[src/rtl/gvc_pkg.sv]
// Types, codes and helper functions of the greedy vertex cover block.
// Depends on nothing; the interfaces, top level, checker and bench use it.
package gvc_pkg;

	localparam int OPCODE_W     = 2;
	localparam int VERTEX_W     = 5;
	localparam int COUNT_W      = VERTEX_W + 1;
	localparam int VERTEX_LIMIT = 32;
	localparam logic [COUNT_W-1:0] COUNT_RESET = COUNT_W'(32);

	typedef enum logic [OPCODE_W-1:0] {
		OP_CLEAR    = 2'd0,
		OP_ADD_EDGE = 2'd1,
		OP_RUN      = 2'd2
	} opcode_t;

	typedef enum logic [2:0] {
		ST_IDLE,
		ST_EDGE_A,
		ST_EDGE_B,
		ST_SCAN,
		ST_EMIT
	} state_t;

	// Lowest set bit of a 32-bit word; zero for an empty word.
	function automatic logic [VERTEX_W-1:0] ffs32(input logic [VERTEX_LIMIT-1:0] x);
		logic [VERTEX_W-1:0] r;
		r = '0;
		for (int k = VERTEX_LIMIT - 1; k >= 0; k--) begin
			if (x[k]) begin
				r = VERTEX_W'(k);
			end
		end
		return r;
	endfunction

endpackage

[src/rtl/gvc_if.sv]
// Valid/ready channel interfaces: command in, result out, configuration write.
// Depends on gvc_pkg for field widths.
interface gvc_cmd_if;
	logic                             valid;
	logic                             ready;
	logic [gvc_pkg::OPCODE_W-1:0]     opcode;
	logic [gvc_pkg::VERTEX_W-1:0]     first_vertex;
	logic [gvc_pkg::VERTEX_W-1:0]     second_vertex;

	modport source (output valid, output opcode, output first_vertex,
		output second_vertex, input ready);
	modport sink (input valid, input opcode, input first_vertex,
		input second_vertex, output ready);
endinterface

interface gvc_res_if;
	logic                             valid;
	logic                             ready;
	logic [gvc_pkg::VERTEX_W-1:0]     cover_vertex;
	logic                             has_vertex;
	logic                             last;

	modport source (output valid, output cover_vertex, output has_vertex,
		output last, input ready);
	modport sink (input valid, input cover_vertex, input has_vertex,
		input last, output ready);
endinterface

interface gvc_cfg_if;
	logic                             valid;
	logic                             ready;
	logic [gvc_pkg::COUNT_W-1:0]      vertex_count;

	modport source (output valid, output vertex_count, input ready);
	modport sink (input valid, input vertex_count, output ready);
endinterface

[src/rtl/gvc_ram.sv]
// Generic single-write, single-read synchronous RAM with registered read data.
// Depends on nothing.
module gvc_ram #(
	parameter int WIDTH = 32,
	parameter int DEPTH = 32
) (
	input  logic                     clk,
	input  logic                     we,
	input  logic [$clog2(DEPTH)-1:0] waddr,
	input  logic [WIDTH-1:0]         wdata,
	input  logic [$clog2(DEPTH)-1:0] raddr,
	output logic [WIDTH-1:0]         rdata
);

	logic [WIDTH-1:0] mem [DEPTH];

	always_ff @(posedge clk) begin
		if (we) begin
			mem[waddr] <= wdata;
		end
		rdata <= mem[raddr];
	end

endmodule

[src/rtl/greedy_vertex_cover.sv]
// Top level of the greedy vertex cover block: control, scan and result stage.
// Depends on gvc_pkg, gvc_if and gvc_ram.
//
// Usage:
//  - cmd carries one command per transaction: clear graph, add edge or run.
//    cfg writes vertex_count (vertices in use); write it only while idle.
//  - Clear drops the row valid bits at once, with no memory sweep.
//  - Add edge reads row A, then writes row A and reads row B, then writes
//    row B. An edge with an endpoint at or above the count in use is
//    dropped and the block stays idle.
//  - Run scans rows 0..n-1 one per cycle through the adjacency RAM read port
//    (find-first-set on each row), then emits one covered vertex per cycle
//    while res is not stalled, in ascending order, lowest remaining mark
//    first; last flags the final one. An empty cover gives a single
//    transaction with has_vertex low and last high.
//  - cmd.ready is high only while idle. A finished result sits in the
//    output register, so the next command is taken while it waits.
//  - A stall on res holds the output register and the emit sequence.
//  - Reset empties the graph, sets vertex_count to 32, drops res.valid.
module greedy_vertex_cover #(
	parameter int MAX_VERTICES = 32
) (
	input  logic  clk,
	input  logic  arst_n,
	gvc_cmd_if.sink   cmd,
	gvc_cfg_if.sink   cfg,
	gvc_res_if.source res
);

	import gvc_pkg::*;

	localparam int NV = (MAX_VERTICES < VERTEX_LIMIT) ? MAX_VERTICES : VERTEX_LIMIT;
	localparam int AW = $clog2(NV);
	localparam logic [COUNT_W-1:0] NV_CNT = COUNT_W'(NV);

	state_t state_q, state_d;

	logic [COUNT_W-1:0] vcount_q;
	logic [COUNT_W-1:0] n_act;
	logic [NV-1:0]      valid_q;
	logic [NV-1:0]      marks_q;
	logic [NV-1:0]      rem_q;
	logic [NV-1:0]      fwd_q;
	logic [AW-1:0]      a_q, b_q, idx_q;

	logic [NV-1:0]      mask;
	logic [NV-1:0]      row_a, row_b, row_s;
	logic [NV-1:0]      wdata_a, wdata_b;
	logic [NV-1:0]      cand, marks_d, rem_after;
	logic [VERTEX_W-1:0] j_full, e_full;
	logic [AW-1:0]      j_idx, e_idx;
	logic               take, scan_last, edge_ok, cmd_fire, slot_free, clear_all;

	logic               ram_we;
	logic [AW-1:0]      ram_waddr, ram_raddr;
	logic [NV-1:0]      ram_wdata, ram_rdata;

	logic               out_load, out_has, out_last;
	logic               out_valid_q, out_has_q, out_last_q;
	logic [VERTEX_W-1:0] out_vertex_q;

	gvc_ram #(
		.WIDTH (NV),
		.DEPTH (NV)
	) u_adj_ram (
		.clk   (clk),
		.we    (ram_we),
		.waddr (ram_waddr),
		.wdata (ram_wdata),
		.raddr (ram_raddr),
		.rdata (ram_rdata)
	);

	// Vertices in use: configured count, capped at the matrix size.
	assign n_act = (vcount_q > NV_CNT) ? NV_CNT : vcount_q;

	always_comb begin
		for (int w = 0; w < NV; w++) begin
			mask[w] = (COUNT_W'(w) < n_act);
		end
	end

	assign cfg.ready = 1'b1;
	assign cmd.ready = (state_q == ST_IDLE);
	assign cmd_fire  = cmd.valid && cmd.ready;
	assign clear_all = cmd_fire && (cmd.opcode == OP_CLEAR);
	assign edge_ok   = ({1'b0, cmd.first_vertex} < n_act) &&
		({1'b0, cmd.second_vertex} < n_act);

	// Rows whose valid bit is low read as empty. Row B forwards row A's
	// fresh write on a self loop, since that read overlapped the write.
	assign row_a   = valid_q[a_q] ? ram_rdata : '0;
	assign row_b   = (a_q == b_q) ? fwd_q : (valid_q[b_q] ? ram_rdata : '0);
	assign row_s   = valid_q[idx_q] ? ram_rdata : '0;
	assign wdata_a = row_a | (NV'(1) << b_q);
	assign wdata_b = row_b | (NV'(1) << a_q);

	// Scan step: lowest unmarked neighbour of an unmarked vertex.
	assign cand      = row_s & mask & ~marks_q;
	assign j_full    = ffs32(VERTEX_LIMIT'(cand));
	assign j_idx     = j_full[AW-1:0];
	assign take      = !marks_q[idx_q] && (cand != '0);
	assign marks_d   = take ? (marks_q | (NV'(1) << idx_q) | (NV'(1) << j_idx)) : marks_q;
	assign scan_last = (COUNT_W'(idx_q) == (n_act - COUNT_W'(1)));

	// Emit step: lowest remaining mark.
	assign e_full    = ffs32(VERTEX_LIMIT'(rem_q));
	assign e_idx     = e_full[AW-1:0];
	assign rem_after = rem_q & ~(NV'(1) << e_idx);
	assign slot_free = !out_valid_q || res.ready;

	// Next state.
	always_comb begin
		state_d = state_q;
		case (state_q)
			ST_IDLE: begin
				if (cmd_fire) begin
					case (cmd.opcode)
						OP_ADD_EDGE: begin
							if (edge_ok) begin
								state_d = ST_EDGE_A;
							end
						end
						OP_RUN: begin
							state_d = (n_act == '0) ? ST_EMIT : ST_SCAN;
						end
						default: begin
							state_d = ST_IDLE;
						end
					endcase
				end
			end
			ST_EDGE_A: begin
				state_d = ST_EDGE_B;
			end
			ST_EDGE_B: begin
				state_d = ST_IDLE;
			end
			ST_SCAN: begin
				if (scan_last) begin
					state_d = ST_EMIT;
				end
			end
			ST_EMIT: begin
				if (slot_free && (rem_after == '0)) begin
					state_d = ST_IDLE;
				end
			end
			default: begin
				state_d = ST_IDLE;
			end
		endcase
	end

	// Memory and result stage controls.
	always_comb begin
		ram_we    = 1'b0;
		ram_waddr = a_q;
		ram_wdata = wdata_a;
		ram_raddr = idx_q + AW'(1);
		out_load  = 1'b0;
		out_has   = (rem_q != '0);
		out_last  = (rem_after == '0);
		case (state_q)
			ST_IDLE: begin
				ram_raddr = (cmd.opcode == OP_RUN) ? '0 : cmd.first_vertex[AW-1:0];
			end
			ST_EDGE_A: begin
				ram_we    = 1'b1;
				ram_waddr = a_q;
				ram_wdata = wdata_a;
				ram_raddr = b_q;
			end
			ST_EDGE_B: begin
				ram_we    = 1'b1;
				ram_waddr = b_q;
				ram_wdata = wdata_b;
			end
			ST_SCAN: begin
				ram_raddr = idx_q + AW'(1);
			end
			ST_EMIT: begin
				out_load = slot_free;
			end
			default: begin
				ram_we = 1'b0;
			end
		endcase
	end

	// Control registers.
	always_ff @(posedge clk or negedge arst_n) begin
		if (!arst_n) begin
			state_q     <= ST_IDLE;
			vcount_q    <= COUNT_RESET;
			valid_q     <= '0;
			out_valid_q <= 1'b0;
		end else begin
			state_q <= state_d;
			if (cfg.valid && cfg.ready) begin
				vcount_q <= cfg.vertex_count;
			end
			if (clear_all) begin
				valid_q <= '0;
			end else if (ram_we) begin
				valid_q[ram_waddr] <= 1'b1;
			end
			if (out_load) begin
				out_valid_q <= 1'b1;
			end else if (res.ready) begin
				out_valid_q <= 1'b0;
			end
		end
	end

	// Datapath registers.
	always_ff @(posedge clk) begin
		if (cmd_fire) begin
			a_q     <= cmd.first_vertex[AW-1:0];
			b_q     <= cmd.second_vertex[AW-1:0];
			idx_q   <= '0;
			marks_q <= '0;
			rem_q   <= '0;
		end
		if (state_q == ST_EDGE_A) begin
			fwd_q <= wdata_a;
		end
		if (state_q == ST_SCAN) begin
			marks_q <= marks_d;
			idx_q   <= idx_q + AW'(1);
			if (scan_last) begin
				rem_q <= marks_d;
			end
		end
		if (out_load) begin
			rem_q        <= rem_after;
			out_vertex_q <= e_full;
			out_has_q    <= out_has;
			out_last_q   <= out_last;
		end
	end

	assign res.valid        = out_valid_q;
	assign res.cover_vertex = out_vertex_q;
	assign res.has_vertex   = out_has_q;
	assign res.last         = out_last_q;

endmodule

[src/flat_wrapper.sv]
// flat-port wrapper written by rule: the top's interface ports become plain ports
module greedy_vertex_cover_flat import gvc_pkg::*;
#(
	parameter int MAX_VERTICES = 32
)
  (clk, arst_n, cmd_valid, cmd_opcode, cmd_first_vertex, cmd_second_vertex, cmd_ready, cfg_valid, cfg_vertex_count, cfg_ready, res_valid, res_cover_vertex, res_has_vertex, res_last, res_ready);
  gvc_cmd_if cmd_i ();
  gvc_cfg_if cfg_i ();
  gvc_res_if res_i ();
  input  logic clk;
  input  logic arst_n;
  input wire logic [$bits(cmd_i.valid)-1:0] cmd_valid;
  input wire logic [$bits(cmd_i.opcode)-1:0] cmd_opcode;
  input wire logic [$bits(cmd_i.first_vertex)-1:0] cmd_first_vertex;
  input wire logic [$bits(cmd_i.second_vertex)-1:0] cmd_second_vertex;
  output wire logic [$bits(cmd_i.ready)-1:0] cmd_ready;
  input wire logic [$bits(cfg_i.valid)-1:0] cfg_valid;
  input wire logic [$bits(cfg_i.vertex_count)-1:0] cfg_vertex_count;
  output wire logic [$bits(cfg_i.ready)-1:0] cfg_ready;
  output wire logic [$bits(res_i.valid)-1:0] res_valid;
  output wire logic [$bits(res_i.cover_vertex)-1:0] res_cover_vertex;
  output wire logic [$bits(res_i.has_vertex)-1:0] res_has_vertex;
  output wire logic [$bits(res_i.last)-1:0] res_last;
  input wire logic [$bits(res_i.ready)-1:0] res_ready;
  assign cmd_i.valid = cmd_valid;
  assign cmd_i.opcode = cmd_opcode;
  assign cmd_i.first_vertex = cmd_first_vertex;
  assign cmd_i.second_vertex = cmd_second_vertex;
  assign cmd_ready = cmd_i.ready;
  assign cfg_i.valid = cfg_valid;
  assign cfg_i.vertex_count = cfg_vertex_count;
  assign cfg_ready = cfg_i.ready;
  assign res_valid = res_i.valid;
  assign res_cover_vertex = res_i.cover_vertex;
  assign res_has_vertex = res_i.has_vertex;
  assign res_last = res_i.last;
  assign res_i.ready = res_ready;
  greedy_vertex_cover #(.MAX_VERTICES(MAX_VERTICES)) u_core (.clk(clk), .arst_n(arst_n), .cmd(cmd_i), .cfg(cfg_i), .res(res_i));
endmodule
[config.mk]
export PLATFORM = sky130hd
export DESIGN_NAME = greedy_vertex_cover_flat
export DESIGN_NICKNAME = d
export VERILOG_FILES = /design/src/rtl/gvc_pkg.sv /design/src/rtl/gvc_if.sv /design/src/rtl/gvc_ram.sv /design/src/rtl/greedy_vertex_cover.sv /design/src/flat_wrapper.sv
export SDC_FILE = /design/constraint.sdc
export NUM_CORES = 2
export LEC_CHECK = 0
export ABC_AREA = 1
export BUFFER_PORTS_ARGS = -buffer_cell sky130_fd_sc_hd__clkbuf_2
export CAP_MARGIN = 40
export CORE_ASPECT_RATIO = 1.75
export CORE_MARGIN = 1
export CORE_UTILIZATION = 40
export DETAILED_ROUTE_END_ITERATION = 16
export HOLD_SLACK_MARGIN = 0.06
export PLACE_DENSITY = 0.57
export SLEW_MARGIN = 10
export SYNTH_ARGS = -nofsm -noshare
export SYNTH_HDL_FRONTEND = slang
export SYNTH_SLANG_ARGS = --single-unit
[constraint.sdc]
create_clock -name clk -period 5.11 [get_ports clk]
set_clock_uncertainty 0.1 [all_clocks]
set_input_delay 0.2555 -clock clk [delete_from_list [all_inputs] [get_ports clk]]
set_output_delay 0.2555 -clock clk [all_outputs]
set_load 0.01 [all_outputs]
==> impl_metrics.py <==
metrics = {
    "outcome": {
        "status": "finished clean",
    },
    "sta": {
        "fin_tns_setup_ns": 0,
        "slew_headroom_pct": 42.0,
        "drv_slew": 0,
        "rsz0062_at_grt": "no",
        "hold_viol_final": 0,
        "setup_viol": 0,
        "post-route-period-util_pct": 93.2,
        "fin_crit_ns": 4.76,
        "max_freq_mhz": 210,
        "tightest_slew_ns": 0.868,
    },
    "die": {
        "dieArea_mm2": 0.134,
        "fp.coreArea_mm2": 0.132,
        "initial_core_util_pct": 40.4,
        "placementRows": 176,
        "die_w_um": 278,
        "die_h_um": 484,
        "io_pins": 33,
    },
    "clock_tree": {
        "cts_root_buf": "clkbuf_16",
        "clkLatencyLatePin_ns": 0.74,
        "numCtsBuffers": 107,
        "cts_tree": "done",
        "cts_sinks": 1216,
        "cts_setup_buffers": 0,
        "cts_max_path_buffers": 3,
        "clk_pin_slew_ns": 0.07,
        "htreeDepth": 3,
    },
    "run": {
        "cap_violations": 0,
    },
    "finish": {
        "instances_no_fill": 6699,
        "n_fill_cell": 12000,
        "nNetsFinal": 4959,
        "layout.area.seq_mm2": 0.0357,
        "multi_input_area_mm2": 0.0159,
        "final_core_util_pct": 46.3,
        "area_growth_pct": 14.7,
        "drive_gt1_share_pct": 11.0,
        "final_cell_mix": "nand2_1 (1468), edfxtp_1 (1110), a21oi_1 (350)",
        "final_common_cell": "nand2_1",
    },
    "placed_design": {
        "port_buffers": 31,
        "placed_cells": 6460,
        "gp_congestion": 1.02,
        "dp_hpwl_um": 110000,
    },
    "detailed_routing": {
        "detail-route-antenna-nets": 0,
        "drc": 0,
        "drt_wl_total_um": 178000,
        "initialDrtViolationCount": 3657,
        "vias_per_cell": 5.87,
        "wl_per_cell_um": 26.5,
        "num_vias": 39300,
        "dr.pass1.iters": 8,
    },
    "synthesis": {
        "syn-cell-area_mm2": 0.0532,
        "synth-seq-area-share_pct": 67.1,
        "synth-seq-cells": 1216,
        "syn_inst": 4829,
        "yosysWarnings": 0,
        "postSynth.asyncResetShare_pct": 3.45,
        "yosys_most_used_dff": "edfxtp_1",
        "synth_edf_count": 1110,
        "synth_nets": 4872,
        "yosysUniqueCellTypes": 59,
        "synth.avg_cell_area_um2": 11.0,
    },
    "grt": {
        "grt_usage_pct": 26.3,
        "grt_pass1_wl_um": 260000,
        "grt.overflow.total": 0,
        "met3_usage_pct": 3.64,
        "grt_use_met1_pct": 29.2,
        "antenna_found_initial": 1,
        "grt_pass1_vias": 38700,
        "grt_use_met2_pct": 47.2,
        "gr-max-usage-layer": "met2",
        "grt_max_degree": 106,
    },
    "power_and_ir_drop": {
        "p_leak_nw": 21.5,
        "cellPowerDensity_mw_per_mm2": 567,
        "ir_worst_vdd_v": 0.000331,
        "power_mw": 34.6,
    },
    "critical_path": {
        "endpoint_kind": "register",
        "cp.required_ns": 5.62,
        "cp_slowest_cell": "dlygate4sd3_1",
        "start_kind": "register",
        "max_stage_delay_ns": 0.56,
        "critPathArrivalTime_ns": 5.27,
        "worstSetupPathType": "register to register",
        "cp_common_cell": "nand2_1",
        "cp_max_fo": 5,
    },
    "worst_hold_path": {
        "hp-class": "input pin to register",
    },
}
[state kept, by name, indices dropped and copies added (netlist names)]
register and flops:
u_core.vcount_q 6, u_core.res.valid 1, u_core.res.has_vertex 1, u_core.marks_q 32, u_core.rem_q 32, u_core.res.last 1
u_core.a_q 5, u_core.res.cover_vertex 5, u_core.u_adj_ram.mem 1024, u_core.b_q 5, u_core.fwd_q 32, u_core.valid_q 32
u_core.idx_q 5, u_core.state_q 3, u_core.u_adj_ram.rdata 32
[synthesized netlist by cell type (9+ instances only)]
library cell | number | area share (%)
a21boi_0 | 97 | 1.4
a21oi_1 | 351 | 3.3
a31oi_1 | 34 | 0.40
a32o_1 | 128 | 2.4
a32oi_1 | 32 | 0.53
a41oi_1 | 23 | 0.38
buf_1 | 22 | 0.16
clkbuf_1 | 280 | 2.0
dfrtp_1 | 41 | 1.9
dfxtp_1 | 64 | 2.4
edfxtp_1 | 1110 | 63
ha_1 | 20 | 0.47
inv_1 | 213 | 1.5
inv_2 | 23 | 0.16
nand2_1 | 1469 | 10
nand3_1 | 199 | 1.9
nand4_1 | 70 | 0.82
nor2_1 | 251 | 1.8
nor3_1 | 15 | 0.14
o211ai_1 | 36 | 0.51
o21ai_0 | 73 | 0.69
o21ai_1 | 9 | 0.085
o21bai_1 | 9 | 0.13
o22ai_1 | 48 | 0.56
o311ai_0 | 96 | 1.6
o41ai_1 | 9 | 0.15
or2_2 | 17 | 0.20
[cells by family (layout without fill, tap and decap cells)]
family / Yosys count / after routing / synth area share [%]
fa+ha+maj: 20 / 20 / 0.471
compound gates: 975 / 975 / 12.6
xor+xnor: 11 / 11 / 0.181
simple gates: 2051 / 2051 / 15.7
flops: 1216 / 1216 / 67.1
other cells: 1 / 2 / 0.00705
buf+inv: 555 / 733 / 3.99
[routing by layer]
metal,part of all wire [%],vias up
met3,5.6,536
met4,6.6,0
met5,0,-
li1,-,17500
met1,36,19700
met2,52,1594
[path summary, 6_finish.rpt]
path | from | endpoint | slack [ns] | depth (start not counted)
hold reg to reg | u_core.rem_q[23] | u_core.rem_q[23] | 0.45 | 2
setup reg to reg | u_core.rem_q[28] | u_core.state_q[2] | 0.35 | 38
min in group asynchronous | arst_n | u_core.state_q[0] | 0.63 | 4
hold / removal | cmd_second_vertex[1] | u_core.b_q[1] | 0.18 | 2
max in group asynchronous | arst_n | u_core.valid_q[14] | 3.86 | 4
setup / recovery | u_core.rem_q[28] | u_core.state_q[2] | 0.35 | 38
[through the flow]
stage / instance area (um2) / setup slack [ns] / hold slack [ns]
finish: 61000 / 0.350 / 0.181
global route: 61000 / 0.0673 / 0.152
CTS: 60900 / 0.355 / 0.134
detailed placement: 57000 / 0.853 / 0.270
global placement: 56900 / 0.789 / 0.269
floorplan: 53200 / 0.254 / -0.140
[timing repair]
action / CTS / global route
endpoints found under the hold margin: 62 / 0
resized for setup: 0 / 1
hold buffers: 36 / 0
setup endpoints to repair: 0 / 1
[cell type report]
type / count / area share (%)
Sequential cell: 1216 / 58.5
Multi-Input combinational cell: 3058 / 26.1
Clock buffer: 138 / 4.83
Timing Repair Buffer: 292 / 4.62
Tap cell: 1691 / 3.47
Inverter: 241 / 1.50
Clock inverter: 62 / 1.02
Antenna cell: 1 / 0.00410
[critical path: cells and delay by family, from the launching register on]
kind / cells / cell delay, ns
AOI/OAI and AO/OA: 2 / 0.63
DFF: 1 / 0.53
and+or+nand+nor: 34 / 2.71
buffers and inverters: 2 / 0.66
[power by group]
part           switching (mW)  total [mW]  internal (mW)
logic                    8.92        12.5           3.54
registers               0.589        13.7           13.1
clock network            3.77        8.36           4.59
Note: power is estimated with default switching activity, not from simulation.
